## config.mk

```make
export PLATFORM = sky130hd
export DESIGN_NAME = pressure_temperature_compensation_flat
export DESIGN_NICKNAME = d
export VERILOG_FILES = /design/src/ptc_pkg.sv /design/src/ptc_stream_if.sv /design/src/ptc_regs.sv /design/src/ptc_ctrl.sv /design/src/ptc_dpath.sv /design/src/pressure_temperature_compensation.sv /design/src/flat_wrapper.sv
export SDC_FILE = /design/constraint.sdc
export NUM_CORES = 2
export LEC_CHECK = 0
export BUFFER_PORTS_ARGS = -buffer_cell sky130_fd_sc_hd__buf_2
export CORE_ASPECT_RATIO = 1.25
export CORE_MARGIN = 1.5
export CORE_UTILIZATION = 40
export DETAILED_ROUTE_END_ITERATION = 16
export PLACE_DENSITY = 0.54
export SLEW_MARGIN = 10
export SYNTH_ARGS = -nofsm -noshare
export SYNTH_HDL_FRONTEND = slang
export SYNTH_SLANG_ARGS = --single-unit
```

## constraint.sdc

```tcl
create_clock -name clk_i -period 12.2 [get_ports clk_i]
set_clock_uncertainty 0.05 [all_clocks]
set_input_delay 1.22 -clock clk_i [delete_from_list [all_inputs] [get_ports clk_i]]
set_output_delay 1.22 -clock clk_i [all_outputs]
set_load 0.05 [all_outputs]
```

## src/ptc_pkg.sv

```systemverilog
// Shared types, widths and constants of the pressure and temperature compensation block.
`default_nettype none

package ptc_pkg;

  localparam int RAW_W   = 24;
  localparam int VALUE_W = 32;
  localparam int COEF_W  = 16;
  localparam int ADDR_W  = 5;
  localparam int DATA_W  = 32;
  localparam int IDX_W   = 3;

  localparam int DT_W    = 26;
  localparam int MUL_W   = 26;
  localparam int PROD_W  = 2 * MUL_W;
  localparam int TEMP_W  = 20;
  localparam int CORR_W  = 44;
  localparam int ACC_W   = 64;
  localparam int SPLIT_W = 22;

  localparam int REF_SH     = 8;
  localparam int TEMP_SH    = 23;
  localparam int TI_LOW_SH  = 33;
  localparam int TI_HIGH_SH = 37;
  localparam int OFF_REF_SH = 16;
  localparam int SNS_REF_SH = 15;
  localparam int OFF_SH     = 7;
  localparam int SNS_SH     = 8;
  localparam int SENS_SH    = 21;
  localparam int P_SH       = 13;
  localparam int OFFI_SH    = 1;
  localparam int SENSI_SH   = 3;
  localparam int OFFH_SH    = 4;

  localparam int TEMP_REF  = 2000;
  localparam int TEMP_VLOW = -1500;

  localparam logic CMD_TEMP  = 1'b0;
  localparam logic CMD_PRESS = 1'b1;

  localparam logic [IDX_W-1:0] REG_SENS_AT_REF       = 3'd0;
  localparam logic [IDX_W-1:0] REG_OFFSET_AT_REF     = 3'd1;
  localparam logic [IDX_W-1:0] REG_SENS_TEMP_COEFF   = 3'd2;
  localparam logic [IDX_W-1:0] REG_OFFSET_TEMP_COEFF = 3'd3;
  localparam logic [IDX_W-1:0] REG_REF_TEMPERATURE   = 3'd4;
  localparam logic [IDX_W-1:0] REG_TEMP_SENSITIVITY  = 3'd5;

  typedef struct packed {
    logic [COEF_W-1:0] sens_at_ref;
    logic [COEF_W-1:0] offset_at_ref;
    logic [COEF_W-1:0] sens_temp_coeff;
    logic [COEF_W-1:0] offset_temp_coeff;
    logic [COEF_W-1:0] ref_temperature;
    logic [COEF_W-1:0] temp_sensitivity;
  } cfg_t;

  typedef enum logic [3:0] {
    OP_NOP,
    OP_M_TEMP,
    OP_M_SQ,
    OP_TEMP_OUT,
    OP_M_OFF,
    OP_M_SENS,
    OP_M_D,
    OP_M_E,
    OP_CORR1,
    OP_CORR2,
    OP_M_LO,
    OP_M_HI,
    OP_ACC,
    OP_PRESS_OUT
  } op_e;

  typedef struct packed {
    logic load;
    op_e  op;
  } ctrl_cmd_t;

  typedef struct packed {
    logic is_press;
  } dp_status_t;

endpackage

`default_nettype wire

```

## src/ptc_stream_if.sv

```systemverilog
// Request channel interfaces for raw readings in and compensated values out.
`default_nettype none

interface ptc_in_if import ptc_pkg::*; ();
  logic             valid;
  logic             ready;
  logic             command;
  logic [RAW_W-1:0] adc_value;

  modport source (output valid, output command, output adc_value, input ready);
  modport sink (input valid, input command, input adc_value, output ready);
endinterface

interface ptc_out_if import ptc_pkg::*; ();
  logic                      valid;
  logic                      ready;
  logic                      is_pressure;
  logic signed [VALUE_W-1:0] value;

  modport source (output valid, output is_pressure, output value, input ready);
  modport sink (input valid, input is_pressure, input value, output ready);
endinterface

`default_nettype wire

```

## src/ptc_regs.sv

```systemverilog
// APB-style register file holding the six calibration coefficients.
`default_nettype none

module ptc_regs import ptc_pkg::*; (
  input  logic              clk_i,
  input  logic              rst_ni,
  input  logic              psel,
  input  logic              penable,
  input  logic              pwrite,
  input  logic [ADDR_W-1:0] paddr,
  input  logic [DATA_W-1:0] pwdata,
  output logic [DATA_W-1:0] prdata,
  output logic              pready,
  output cfg_t              cfg_o
);

  cfg_t             cfg_q;
  logic [IDX_W-1:0] idx;
  logic             wr_en;

  assign idx    = paddr[ADDR_W-1:2];
  assign wr_en  = psel && penable && pwrite;
  assign pready = 1'b1;
  assign cfg_o  = cfg_q;

  always_ff @(posedge clk_i or negedge rst_ni) begin
    if (!rst_ni) begin
      cfg_q <= '0;
    end else if (wr_en) begin
      unique case (idx)
        REG_SENS_AT_REF:       cfg_q.sens_at_ref       <= pwdata[COEF_W-1:0];
        REG_OFFSET_AT_REF:     cfg_q.offset_at_ref     <= pwdata[COEF_W-1:0];
        REG_SENS_TEMP_COEFF:   cfg_q.sens_temp_coeff   <= pwdata[COEF_W-1:0];
        REG_OFFSET_TEMP_COEFF: cfg_q.offset_temp_coeff <= pwdata[COEF_W-1:0];
        REG_REF_TEMPERATURE:   cfg_q.ref_temperature   <= pwdata[COEF_W-1:0];
        REG_TEMP_SENSITIVITY:  cfg_q.temp_sensitivity  <= pwdata[COEF_W-1:0];
        default: begin
        end
      endcase
    end
  end

  always_comb begin
    unique case (idx)
      REG_SENS_AT_REF:       prdata = DATA_W'(cfg_q.sens_at_ref);
      REG_OFFSET_AT_REF:     prdata = DATA_W'(cfg_q.offset_at_ref);
      REG_SENS_TEMP_COEFF:   prdata = DATA_W'(cfg_q.sens_temp_coeff);
      REG_OFFSET_TEMP_COEFF: prdata = DATA_W'(cfg_q.offset_temp_coeff);
      REG_REF_TEMPERATURE:   prdata = DATA_W'(cfg_q.ref_temperature);
      REG_TEMP_SENSITIVITY:  prdata = DATA_W'(cfg_q.temp_sensitivity);
      default:               prdata = '0;
    endcase
  end

endmodule

`default_nettype wire

```

## src/ptc_ctrl.sv

```systemverilog
// Sequencer that steps the datapath through the temperature or pressure computation.
`default_nettype none

module ptc_ctrl import ptc_pkg::*; (
  input  logic       clk_i,
  input  logic       rst_ni,
  input  logic       in_valid_i,
  output logic       in_ready_o,
  input  logic       out_ready_i,
  output logic       out_valid_o,
  input  dp_status_t status_i,
  output ctrl_cmd_t  cmd_o
);

  typedef enum logic [3:0] {
    S_IDLE,
    S_M_TEMP,
    S_M_SQ,
    S_TEMP_OUT,
    S_M_OFF,
    S_M_SENS,
    S_M_D,
    S_M_E,
    S_CORR1,
    S_CORR2,
    S_M_LO,
    S_M_HI,
    S_ACC,
    S_PRESS_OUT
  } state_e;

  state_e state_q;
  state_e state_d;
  op_e    op;
  logic   out_valid_q;
  logic   out_free;
  logic   out_load;

  assign out_free    = !out_valid_q || out_ready_i;
  assign in_ready_o  = (state_q == S_IDLE);
  assign out_valid_o = out_valid_q;
  assign cmd_o       = '{load: in_valid_i && (state_q == S_IDLE), op: op};
  assign out_load    = (op == OP_TEMP_OUT) || (op == OP_PRESS_OUT);

  always_comb begin
    state_d = state_q;
    op      = OP_NOP;
    unique case (state_q)
      S_IDLE: begin
        if (in_valid_i) state_d = S_M_TEMP;
      end
      S_M_TEMP: begin
        op      = OP_M_TEMP;
        state_d = status_i.is_press ? S_M_OFF : S_M_SQ;
      end
      S_M_SQ: begin
        op      = OP_M_SQ;
        state_d = S_TEMP_OUT;
      end
      S_TEMP_OUT: begin
        if (out_free) begin
          op      = OP_TEMP_OUT;
          state_d = S_IDLE;
        end
      end
      S_M_OFF: begin
        op      = OP_M_OFF;
        state_d = S_M_SENS;
      end
      S_M_SENS: begin
        op      = OP_M_SENS;
        state_d = S_M_D;
      end
      S_M_D: begin
        op      = OP_M_D;
        state_d = S_M_E;
      end
      S_M_E: begin
        op      = OP_M_E;
        state_d = S_CORR1;
      end
      S_CORR1: begin
        op      = OP_CORR1;
        state_d = S_CORR2;
      end
      S_CORR2: begin
        op      = OP_CORR2;
        state_d = S_M_LO;
      end
      S_M_LO: begin
        op      = OP_M_LO;
        state_d = S_M_HI;
      end
      S_M_HI: begin
        op      = OP_M_HI;
        state_d = S_ACC;
      end
      S_ACC: begin
        op      = OP_ACC;
        state_d = S_PRESS_OUT;
      end
      S_PRESS_OUT: begin
        if (out_free) begin
          op      = OP_PRESS_OUT;
          state_d = S_IDLE;
        end
      end
      default: state_d = S_IDLE;
    endcase
  end

  always_ff @(posedge clk_i or negedge rst_ni) begin
    if (!rst_ni) begin
      state_q     <= S_IDLE;
      out_valid_q <= 1'b0;
    end else begin
      state_q <= state_d;
      if (out_load) begin
        out_valid_q <= 1'b1;
      end else if (out_ready_i) begin
        out_valid_q <= 1'b0;
      end
    end
  end

endmodule

`default_nettype wire

```

## src/ptc_dpath.sv

```systemverilog
// Datapath with the shared multiplier, working registers and stored raw readings.
`default_nettype none

module ptc_dpath import ptc_pkg::*; #(
  parameter int ADC_BITS = 24
) (
  input  logic                      clk_i,
  input  logic                      rst_ni,
  input  cfg_t                      cfg_i,
  input  ctrl_cmd_t                 cmd_i,
  input  logic                      command_i,
  input  logic [RAW_W-1:0]          adc_value_i,
  output dp_status_t                status_o,
  output logic                      is_pressure_o,
  output logic signed [VALUE_W-1:0] value_o
);

  logic [ADC_BITS-1:0]       raw;
  logic [ADC_BITS-1:0]       last_temp_q;
  logic [ADC_BITS-1:0]       last_press_q;
  logic                      is_press_q;
  logic                      out_press_q;
  logic signed [VALUE_W-1:0] value_q;

  logic signed [DT_W-1:0]    ref_term;
  logic signed [DT_W-1:0]    dt_d;
  logic signed [DT_W-1:0]    dt_q;
  logic signed [MUL_W-1:0]   mul_a;
  logic signed [MUL_W-1:0]   mul_b;
  logic signed [PROD_W-1:0]  prod_d;
  logic signed [PROD_W-1:0]  prod_q;
  logic signed [TEMP_W-1:0]  d_new;
  logic signed [TEMP_W-1:0]  d_q;
  logic signed [TEMP_W-1:0]  e_q;

  logic signed [CORR_W-1:0]  off_new;
  logic signed [CORR_W-1:0]  sens_new;
  logic signed [CORR_W-1:0]  off_q;
  logic signed [CORR_W-1:0]  sens_q;
  logic signed [CORR_W-1:0]  dd_q;
  logic signed [CORR_W-1:0]  ee;
  logic signed [CORR_W-1:0]  dd3;
  logic signed [CORR_W-1:0]  dd5;
  logic signed [CORR_W-1:0]  ee7;
  logic signed [CORR_W-1:0]  ee4;
  logic signed [CORR_W-1:0]  offi_d;
  logic signed [CORR_W-1:0]  sensi_d;
  logic signed [CORR_W-1:0]  offi_q;
  logic signed [CORR_W-1:0]  sensi_q;

  logic [PROD_W-1:0]         sq_u;
  logic [PROD_W-1:0]         ti;
  logic signed [VALUE_W-1:0] temp_full;
  logic signed [VALUE_W-1:0] temp_value;

  logic signed [ACC_W-1:0]   prod_ext;
  logic signed [ACC_W-1:0]   acc_q;
  logic signed [ACC_W-1:0]   p_full;

  assign raw      = adc_value_i[ADC_BITS-1:0];
  assign ref_term = $signed(DT_W'({cfg_i.ref_temperature, {REF_SH{1'b0}}}));

  always_comb begin
    if (command_i == CMD_PRESS) begin
      dt_d = $signed(DT_W'(last_temp_q)) - ref_term;
    end else begin
      dt_d = $signed(DT_W'(raw)) - ref_term;
    end
  end

  always_comb begin
    unique case (cmd_i.op)
      OP_M_TEMP: begin
        mul_a = dt_q;
        mul_b = $signed(MUL_W'(cfg_i.temp_sensitivity));
      end
      OP_M_SQ: begin
        mul_a = dt_q;
        mul_b = dt_q;
      end
      OP_M_OFF: begin
        mul_a = dt_q;
        mul_b = $signed(MUL_W'(cfg_i.offset_temp_coeff));
      end
      OP_M_SENS: begin
        mul_a = dt_q;
        mul_b = $signed(MUL_W'(cfg_i.sens_temp_coeff));
      end
      OP_M_D: begin
        mul_a = MUL_W'(d_q);
        mul_b = MUL_W'(d_q);
      end
      OP_M_E: begin
        mul_a = MUL_W'(e_q);
        mul_b = MUL_W'(e_q);
      end
      OP_M_LO: begin
        mul_a = $signed(MUL_W'(last_press_q));
        mul_b = $signed(MUL_W'(sens_q[SPLIT_W-1:0]));
      end
      OP_M_HI: begin
        mul_a = $signed(MUL_W'(last_press_q));
        mul_b = MUL_W'($signed(sens_q[CORR_W-1:SPLIT_W]));
      end
      default: begin
        mul_a = '0;
        mul_b = '0;
      end
    endcase
  end

  assign prod_d = mul_a * mul_b;

  assign d_new    = prod_q[TEMP_SH+TEMP_W-1:TEMP_SH];
  assign off_new  = $signed(CORR_W'({cfg_i.offset_at_ref, {OFF_REF_SH{1'b0}}}))
                  + CORR_W'(prod_q >>> OFF_SH);
  assign sens_new = $signed(CORR_W'({cfg_i.sens_at_ref, {SNS_REF_SH{1'b0}}}))
                  + CORR_W'(prod_q >>> SNS_SH);

  assign ee  = prod_q[CORR_W-1:0];
  assign dd3 = dd_q + (dd_q <<< 1);
  assign dd5 = dd_q + (dd_q <<< 2);
  assign ee7 = (ee <<< 3) - ee;
  assign ee4 = ee <<< 2;

  always_comb begin
    if (d_q[TEMP_W-1]) begin
      offi_d  = dd3 >>> OFFI_SH;
      sensi_d = dd5 >>> SENSI_SH;
      if (e_q[TEMP_W-1]) begin
        offi_d  = offi_d + ee7;
        sensi_d = sensi_d + ee4;
      end
    end else begin
      offi_d  = dd_q >>> OFFH_SH;
      sensi_d = '0;
    end
  end

  assign sq_u = prod_q;

  always_comb begin
    if (d_q[TEMP_W-1]) begin
      ti = (sq_u + (sq_u << 1)) >> TI_LOW_SH;
    end else begin
      ti = (sq_u << 1) >> TI_HIGH_SH;
    end
  end

  assign temp_full  = VALUE_W'(d_q) + VALUE_W'(TEMP_REF);
  assign temp_value = temp_full - $signed(ti[VALUE_W-1:0]);

  assign prod_ext = ACC_W'(prod_q);
  assign p_full   = (acc_q >>> SENS_SH) - ACC_W'(off_q);

  always_ff @(posedge clk_i or negedge rst_ni) begin
    if (!rst_ni) begin
      last_temp_q  <= '0;
      last_press_q <= '0;
    end else if (cmd_i.load) begin
      if (command_i == CMD_PRESS) begin
        last_press_q <= raw;
      end else begin
        last_temp_q <= raw;
      end
    end
  end

  always_ff @(posedge clk_i) begin
    if (cmd_i.load) begin
      is_press_q <= command_i;
      dt_q       <= dt_d;
    end
    if (cmd_i.op != OP_NOP) begin
      prod_q <= prod_d;
    end
    case (cmd_i.op)
      OP_M_SQ: begin
        d_q <= d_new;
      end
      OP_TEMP_OUT: begin
        value_q     <= temp_value;
        out_press_q <= is_press_q;
      end
      OP_M_OFF: begin
        d_q <= d_new;
        e_q <= d_new + TEMP_W'(TEMP_REF - TEMP_VLOW);
      end
      OP_M_SENS: begin
        off_q <= off_new;
      end
      OP_M_D: begin
        sens_q <= sens_new;
      end
      OP_M_E: begin
        dd_q <= prod_q[CORR_W-1:0];
      end
      OP_CORR1: begin
        offi_q  <= offi_d;
        sensi_q <= sensi_d;
      end
      OP_CORR2: begin
        off_q  <= off_q - offi_q;
        sens_q <= sens_q - sensi_q;
      end
      OP_M_HI: begin
        acc_q <= prod_ext;
      end
      OP_ACC: begin
        acc_q <= acc_q + (prod_ext <<< SPLIT_W);
      end
      OP_PRESS_OUT: begin
        value_q     <= p_full[P_SH+VALUE_W-1:P_SH];
        out_press_q <= is_press_q;
      end
      default: begin
      end
    endcase
  end

  assign status_o.is_press = is_press_q;
  assign is_pressure_o     = out_press_q;
  assign value_o           = value_q;

endmodule

`default_nettype wire

```

## src/pressure_temperature_compensation.sv

```systemverilog
// Top level of the pressure and temperature compensation block.
// Each accepted reading yields one result. The sequencer steps each reading one item at a time
// through the single shared 26 by 26 bit multiplier and takes no new reading until it has
// returned to idle. A finished result waits in the output register while the next reading is
// accepted; the sequencer holds at its last step only if the previous result has not been
// taken yet.
// The coefficients are written through the APB port at byte address 4*i, register i; the user
// must write them only while the block is idle, which the block itself does not enforce.
// Pressure uses the latest temperature reading, zero after reset.
`default_nettype none

module pressure_temperature_compensation import ptc_pkg::*; #(
  parameter int ADC_BITS = 24
) (
  input  logic              clk_i,
  input  logic              rst_ni,
  ptc_in_if.sink            in_ch,
  ptc_out_if.source         out_ch,
  input  logic              psel,
  input  logic              penable,
  input  logic              pwrite,
  input  logic [ADDR_W-1:0] paddr,
  input  logic [DATA_W-1:0] pwdata,
  output logic [DATA_W-1:0] prdata,
  output logic              pready
);

  cfg_t       cfg;
  ctrl_cmd_t  cmd;
  dp_status_t status;

  ptc_regs u_regs (
    .clk_i   (clk_i),
    .rst_ni  (rst_ni),
    .psel    (psel),
    .penable (penable),
    .pwrite  (pwrite),
    .paddr   (paddr),
    .pwdata  (pwdata),
    .prdata  (prdata),
    .pready  (pready),
    .cfg_o   (cfg)
  );

  ptc_ctrl u_ctrl (
    .clk_i       (clk_i),
    .rst_ni      (rst_ni),
    .in_valid_i  (in_ch.valid),
    .in_ready_o  (in_ch.ready),
    .out_ready_i (out_ch.ready),
    .out_valid_o (out_ch.valid),
    .status_i    (status),
    .cmd_o       (cmd)
  );

  ptc_dpath #(
    .ADC_BITS (ADC_BITS)
  ) u_dpath (
    .clk_i         (clk_i),
    .rst_ni        (rst_ni),
    .cfg_i         (cfg),
    .cmd_i         (cmd),
    .command_i     (in_ch.command),
    .adc_value_i   (in_ch.adc_value),
    .status_o      (status),
    .is_pressure_o (out_ch.is_pressure),
    .value_o       (out_ch.value)
  );

endmodule

`default_nettype wire
```

## src/flat_wrapper.sv

```systemverilog
// flat-port wrapper written by rule: the top's interface ports become plain ports
module pressure_temperature_compensation_flat import ptc_pkg::*;
#(
  parameter int ADC_BITS = 24
)
  (clk_i, rst_ni, psel, penable, pwrite, paddr, pwdata, prdata, pready, in_ch_valid, in_ch_command, in_ch_adc_value, in_ch_ready, out_ch_valid, out_ch_is_pressure, out_ch_value, out_ch_ready);
  ptc_in_if in_ch_i ();
  ptc_out_if out_ch_i ();
  input  logic clk_i;
  input  logic rst_ni;
  input  logic psel;
  input  logic penable;
  input  logic pwrite;
  input  logic [ADDR_W-1:0] paddr;
  input  logic [DATA_W-1:0] pwdata;
  output logic [DATA_W-1:0] prdata;
  output logic pready;
  input wire logic [$bits(in_ch_i.valid)-1:0] in_ch_valid;
  input wire logic [$bits(in_ch_i.command)-1:0] in_ch_command;
  input wire logic [$bits(in_ch_i.adc_value)-1:0] in_ch_adc_value;
  output wire logic [$bits(in_ch_i.ready)-1:0] in_ch_ready;
  output wire logic [$bits(out_ch_i.valid)-1:0] out_ch_valid;
  output wire logic [$bits(out_ch_i.is_pressure)-1:0] out_ch_is_pressure;
  output wire logic [$bits(out_ch_i.value)-1:0] out_ch_value;
  input wire logic [$bits(out_ch_i.ready)-1:0] out_ch_ready;
  assign in_ch_i.valid = in_ch_valid;
  assign in_ch_i.command = in_ch_command;
  assign in_ch_i.adc_value = in_ch_adc_value;
  assign in_ch_ready = in_ch_i.ready;
  assign out_ch_valid = out_ch_i.valid;
  assign out_ch_is_pressure = out_ch_i.is_pressure;
  assign out_ch_value = out_ch_i.value;
  assign out_ch_i.ready = out_ch_ready;
  pressure_temperature_compensation #(.ADC_BITS(ADC_BITS)) u_core (.clk_i(clk_i), .rst_ni(rst_ni), .in_ch(in_ch_i), .out_ch(out_ch_i), .psel(psel), .penable(penable), .pwrite(pwrite), .paddr(paddr), .pwdata(pwdata), .prdata(prdata), .pready(pready));
endmodule
```

### After elaboration in Yosys (flattened, before gate mapping)

Index checks and enable logic that the tools add are counted.

| storage, ports and cells | value |
|---|---|
| output and inout bits | 68 |
| bits in writable memories | 0 |
| memories | 0 |
| ROM bits | 0 |
| latch bits | 0 |
| register bits after elaboration | 585 |

| operators by class | value |
|---|---|
| shift-type cells | 0 |
| $lt $le $gt $ge | 0 |
| div/mod/pow operators | 0 |
| multiplexer cells | 21 |
| $mul | 1 |
| equality and inequality tests | 33 |
| bitwise gates (word level) | 1 |
| reduce and logical (&&, ||, !) cells | 28 |
| $add $sub $neg | 17 |

Operators by type and width:

| cell | count |
|---|---|
| one-hot mux 26 bit (8 select lines) | 1 |
| one-hot mux 44 bit (2 select lines) | 2 |
| 2-to-1 mux 44 bit | 3 |
| subtractor 44 bit | 3 |
| one-hot mux 64 bit (2 select lines) | 1 |
| one-hot mux 26 bit (4 select lines) | 1 |
| one-hot mux 4 bit (13 select lines) | 2 |
| one-hot mux 16 bit (6 select lines) | 1 |
| adder 44 bit | 2 |
| adder 64 bit | 1 |
| one-hot mux 32 bit (2 select lines) | 1 |
| adder 52 bit | 1 |
| multiplier 26 x 26 -> 52 bit | 1 |
| subtractor 24 x 24 -> 25 bit | 2 |
| equality test 4 bit (second input constant) | 12 |
| subtractor 43 x 44 -> 45 bit | 1 |
| adder 32 x 44 -> 44 bit | 1 |
| adder 33 x 44 -> 44 bit | 1 |
| adder 41 x 44 -> 44 bit | 1 |
| adder 43 x 44 -> 44 bit | 1 |
| equality test 4 x 3 -> 1 bit (second input constant) | 8 |
| 2-to-1 mux 26 bit | 1 |
| subtractor 21 x 20 -> 22 bit | 1 |
| adder 20 x 12 -> 21 bit (second input constant) | 1 |
| other kinds (24) | 51 |

### Logic depth before layout (Yosys ltp)

| depth | value |
|---|---|
| depth in word-level cells | 8 |
| gate-level depth with buffers | 38 |
| gate-level depth less buffers | 33 |

### Hierarchy

A second synthesis with hierarchy kept.

| unflattened totals | value |
|---|---|
| cell total of the unflattened synthesis | 7770 |
| area total of the unflattened synthesis | 71344.7 um2 |

By module, submodules not included:

| module | times used | cells an instance | area an instance (um2) |
|---|---|---|---|
| ptc_dpath | 1 | 7390 | 66353.6 |
| ptc_regs | 1 | 335 | 4603.2 |
| ptc_ctrl | 1 | 45 | 387.9 |

### Worst setup path before layout

Ideal clock, no wire load.

| path | value |
|---|---|
| path kind | register to register |
| start point | reg u_core.u_ctrl.state_q[1] |
| end point | reg u_core.u_dpath.prod_q[49] (data pin) |
| slack | 2.050 ns |
| library setup time | 0.258 ns |
| data arrival time | 9.842 ns |
| cell stages (with the launch flop) | 34 |
| path buffers | 3 |
| data required time | 11.892 ns |
| cell sequence | dfrtp_1 clkbuf_1 nand2_1 nor2_1 clkbuf_1 a22o_1 a221oi_1 nand3_1 clkbuf_1 nand2_1 fa_1 inv_1 fa_1 inv_1 fa_1 inv_1 fa_1 fa_1 fa_1 inv_1 fa_1 inv_1 ha_1 a21o_1 a311o_1 a31o_1 a21o_1 a211oi_2 nor2_1 a2111oi_2 o31a_1 nor4_1 a211oi_2 xnor2_1 |

| between the ends | value |
|---|---|
| longest elaborated chain between the ends | 6 |
| elaborated cells between the ends (all ways) | 27 |
| classes of those cells | 1 x mul; 21 x eq/ne; 3 x mux; 2 x reduce/logical |

Ends and longest elaborated chain:

| item | RTL line | RTL |
|---|---|---|
| start: declaration | ptc_ctrl.sv:32 | `state_e state_q;` |
| start signal: assignment | ptc_ctrl.sv:117 | `state_q <= state_d;` |
| equality test 4 bit (tied with other cells) | ptc_ctrl.sv:48 | `unique case (state_q)` |
| one-hot mux 4 bit (13 select lines) (*) | ptc_ctrl.sv:48 |  |
| equality test 4 x 3 -> 1 bit (tied with other cells) | ptc_dpath.sv:72 | `unique case (cmd_i.op)` |
| OR reduction 4 bit (no line) or OR reduction 2 bit (tied branches) | - |  |
| one-hot mux 26 bit (4 select lines) | ptc_dpath.sv:72 |  |
| multiplier 26 x 26 -> 52 bit (*) | ptc_dpath.sv:112 | `assign prod_d = mul_a * mul_b;` |
| net u_core.u_dpath.prod_d[49] | ptc_dpath.sv:30 | `logic signed [PROD_W-1:0] prod_d;` |
| end signal: assignment | ptc_dpath.sv:175 | `prod_q <= prod_d;` |
| end: declaration | ptc_dpath.sv:31 | `logic signed [PROD_W-1:0] prod_q;` |

The timed path passes the listed nets; every way through them passes the cells marked *.
A chain may end at the register's enable or synchronous reset.

### Worst setup path in the final report

| path | value |
|---|---|
| start point | reg u_core.u_ctrl.state_q[0] |
| end point | reg u_core.u_dpath.prod_q[51] (data pin) |

Same word-level chain as after synthesis.

==> results.toml <==
[floorplanning]
rows = 171
floorplan.die.width_um = 378.2
dieHeight_um = 472.0
initial_core_util_pct = 40.41
core_region_area_mm2 = 0.1742
number_of_placed_i_o_pins = 137
floorplan.die_area_mm2 = 0.1785

[synth]
synth-edff-count = 414
synth_area_per_cell_um2 = 9.272
async_reset_ff_share_pct = 26.47
ys.warnings.count = 0
netlist_instances = 7591
yosys_most_used_dff = "sky130_fd_sc_hd__edfxtp_1"
synth.lib_cells_used.distinct = 94
netlist_area_mm2 = 0.07038
ys_ff_latch = 563
synth_seq_area_share_pct = 22.96

[critical_path]
crit_path_frequent_cell = "sky130_fd_sc_hd__fa_1"
slowest_delay_ns = 0.81
cell_type_of_the_slowest_stage_on_the_worst_timing_path = "sky130_fd_sc_hd__or3_2"
sort_of_element_at_the_end_of_the_critical_path = "register"
r2r_slack_ns = 1.16
critPathRequiredTime_ns = 12.57
timing.critical_path.from = "u_core.u_ctrl.state_q[0]$_DFFE_PN0P_"
critPathLaunchType = "register"
timing.reg2reg.worst_path_depth = 33
timing.critical_path.to = "u_core.u_dpath.prod_q[51]$_DFFE_PP_"
rr_startpoint = "u_core.u_ctrl.state_q[0]$_DFFE_PN0P_"
cp_max_fo = 40
critical_path_arrival_ns = 11.41
reg_to_reg_end = "u_core.u_dpath.prod_q[51]$_DFFE_PP_"
crit_type = "reg -> reg"

[sta]
finalHoldViolCount = 0
finalSetupTns_ns = 0
achievable-frequency_mhz = 90.60
grt_setup_unrepaired = "false"
maxSlewHeadroom_pct = 17.69
final_min_period_over_clock_period_pct = 90.47
final_critical_period_ns = 11.04
worst-slew-pin-transition_ns = 1.219
setup_violations = 0
timing_max_transition_violations_final = 0

[clocking]
clk_root_buffer_cell = "sky130_fd_sc_hd__clkbuf_16"
tritoncts_clock_tree = "done"
clk_pin_slew_ns = 0.07
post_cts_resize_count = 0
postCtsSetupBuffers = 0
clock_tree.htree_level_count = 3
numCtsBuffers = 69
cts.hold.buffers_added = 0
clock_tree.buffer_depth = 3
clk-insertion-delay-late_ns = 0.71
clock-sinks = 563

[place]
io_buffer_count = 101
place_congestion = 0.9783
hpwlAfterDp_um = 205200
placed_area_mm2 = 0.07402

[cells_and_area]
drive_gt1_share_pct = 7.765
antenna_cells_inserted = 0
final_nets = 9086
layout_common_cells = "sky130_fd_sc_hd__inv_1 (1090), sky130_fd_sc_hd__nand2_1 (756), sky130_fd_sc_hd__fa_1 (745)"
area.growth.synth_to_final_pct = 8.428
final_common_cell = "sky130_fd_sc_hd__inv_1"
post-route-cell-area_mm2 = 0.07632

[run_status]
run_status = "completed"

[global_routing]
antenna_found_initial = 8
track_usage_pct = 28.50
global_route_wire_length_before_repair_um = 374000
grt_max_degree = 85
grt_remaining_overflow = 0
grt_pass1_vias = 58420

[drt]
firstDrtPassIters = 6
post_route_drc = 0
wire_per_inst_um = 25.37
via_count = 56850
ant_nets = 0
wl_um = 254700
drt_iter0_markers = 4196
post_drt_via_cell_ratio = 5.665

[worst_hold_path]
min-delay-path-class = "reg -> reg"

[run]
maximum_capacitance_violations = 0
## worst max-delay path: cells and delay by family, from the launching register on
kind                       cells  cell delay, ns
DFF                            1            0.66
AOI/OAI and AO/OA             12            3.02
adders and majority gates      8            4.03
xor gates and xnor gates       1            0.10
and+or+nand+nor                4            1.55
buffers and inverters          8            1.27
## routing by layer
metal,vias to the layer above,track usage (%),wire length [um]
met5,-,0,50
met1,28690,33.40,97200
met2,1759,50.12,127100
met3,512,3.751,14300
met4,6,15.55,16020
li1,25880,-,-
## layout make-up
type | instances | area [um^2]
repair buffers | 247 | 1608
inverters | 1090 | 4091
flip-flops and latches | 563 | 16160
multi-input cells | 5674 | 49240
clock buffers | 86 | 1863
fillers | 17280 | 97840
well taps | 2335 | 2922
clock inverters | 41 | 429.2
## cell families after synthesis
| kind of cell | share of synthesized area (%) |
|---|---|
| AO/OA/AOI/OAI | 16.25 |
| XOR/XNOR | 5.536 |
| adder cells (fa/ha/maj) | 32.34 |
| buffers and inverters | 7.402 |
| flip-flops | 22.96 |
| multiplexers | 3.449 |
| other | 0.01067 |
| AND/OR/NAND/NOR | 12.05 |
## sequential cells by signal, summed over array words and instances (netlist names)
register,cells
u_core.u_dpath.status_o,1
u_core.u_dpath.last_press_q,24
u_core.u_dpath.value_o,32
u_core.u_ctrl.out_valid_o,1
u_core.u_dpath.sens_q,44
u_core.u_dpath.e_q,20
u_core.u_dpath.is_pressure_o,1
u_core.u_dpath.offi_q,44
u_core.u_dpath.dd_q,44
u_core.u_dpath.last_temp_q,24
u_core.u_dpath.d_q,20
u_core.u_dpath.dt_q,25
u_core.u_regs.cfg_o,96
u_core.u_dpath.off_q,44
u_core.u_dpath.sensi_q,44
u_core.u_dpath.acc_q,43
u_core.u_dpath.prod_q,52
u_core.u_ctrl.state_q,4
## per-stage QoR
step | cells | hold WS, ns | setup WS, ns | utilization (%)
4_1_cts | 10040 | 0.4428 | 1.242 | 43.82
6_report | 10040 | 0.4499 | 1.162 | 43.82
5_1_grt | 10040 | 0.4612 | 0.7315 | 43.82
3_3_place_gp | 9909 | 0.4253 | 1.362 | 42.50
3_5_place_dp | 9909 | 0.4271 | 1.330 | 42.50
2_1_floorplan | 7606 | 0.3911 | 2.050 | -
## worst min-delay path by stage
stage | from | endpoint | slack [ns] | cells after the start
2_1_floorplan | u_core.u_dpath.status_o$_DFFE_PP_ | u_core.u_dpath.is_pressure_o$_DFFE_PP_ | 0.39 | 0
3_3_place_gp | u_core.u_dpath.status_o$_DFFE_PP_ | u_core.u_dpath.is_pressure_o$_DFFE_PP_ | 0.43 | 0
3_5_place_dp | u_core.u_dpath.status_o$_DFFE_PP_ | u_core.u_dpath.is_pressure_o$_DFFE_PP_ | 0.43 | 0
4_1_cts | u_core.u_dpath.status_o$_DFFE_PP_ | u_core.u_dpath.is_pressure_o$_DFFE_PP_ | 0.44 | 0
5_1_grt | u_core.u_dpath.status_o$_DFFE_PP_ | u_core.u_dpath.is_pressure_o$_DFFE_PP_ | 0.46 | 0
6_report | u_core.u_dpath.last_temp_q[22]$_DFFE_PN0P_ | u_core.u_dpath.last_temp_q[22]$_DFFE_PN0P_ | 0.45 | 1
## cell usage after synthesis, drive strengths merged (10+ instances only)
cell type / count / area (um^2)
o211a: 11 / 110.1
or2: 14 / 87.59
nand3: 114 / 570.6
a21oi: 451 / 2268
a211oi: 35 / 272.8
and4: 18 / 157.7
o31ai: 24 / 185.2
clkbuf: 233 / 874.6
o22ai: 10 / 62.56
a221oi: 48 / 501.7
a31o: 11 / 96.35
dfrtp: 149 / 3729
a2111oi: 13 / 163.9
nand4: 62 / 387.9
a22o: 24 / 210.2
o211ai: 26 / 195.2
inv: 1090 / 4091
nor3: 46 / 235.2
nand2: 756 / 2838
and2: 58 / 362.9
xnor2: 283 / 2486
a22oi: 96 / 720.7
o21bai: 60 / 454.2
o21a: 57 / 429.2
edfxtp: 414 / 12430
a21boi: 23 / 172.7
nor2: 535 / 2008
or3: 23 / 143.9
fa: 745 / 14910
o21ai: 383 / 1928
mux2i: 67 / 670.6
a211o: 14 / 122.6
a31oi: 50 / 334.1
nand2b: 68 / 425.4
ha: 627 / 7845
xor2: 161 / 1410
buf: 46 / 244.0
a21o: 288 / 2162
nor2b: 90 / 563.0
and3: 53 / 331.6
nor3b: 14 / 105.1
mux2: 156 / 1757
a221o: 38 / 380.4
nor4: 13 / 81.33
Power is left out: the tool's default activity adds up to more than one toggle a clock period on the data nets, which glitch-free logic cannot reach.
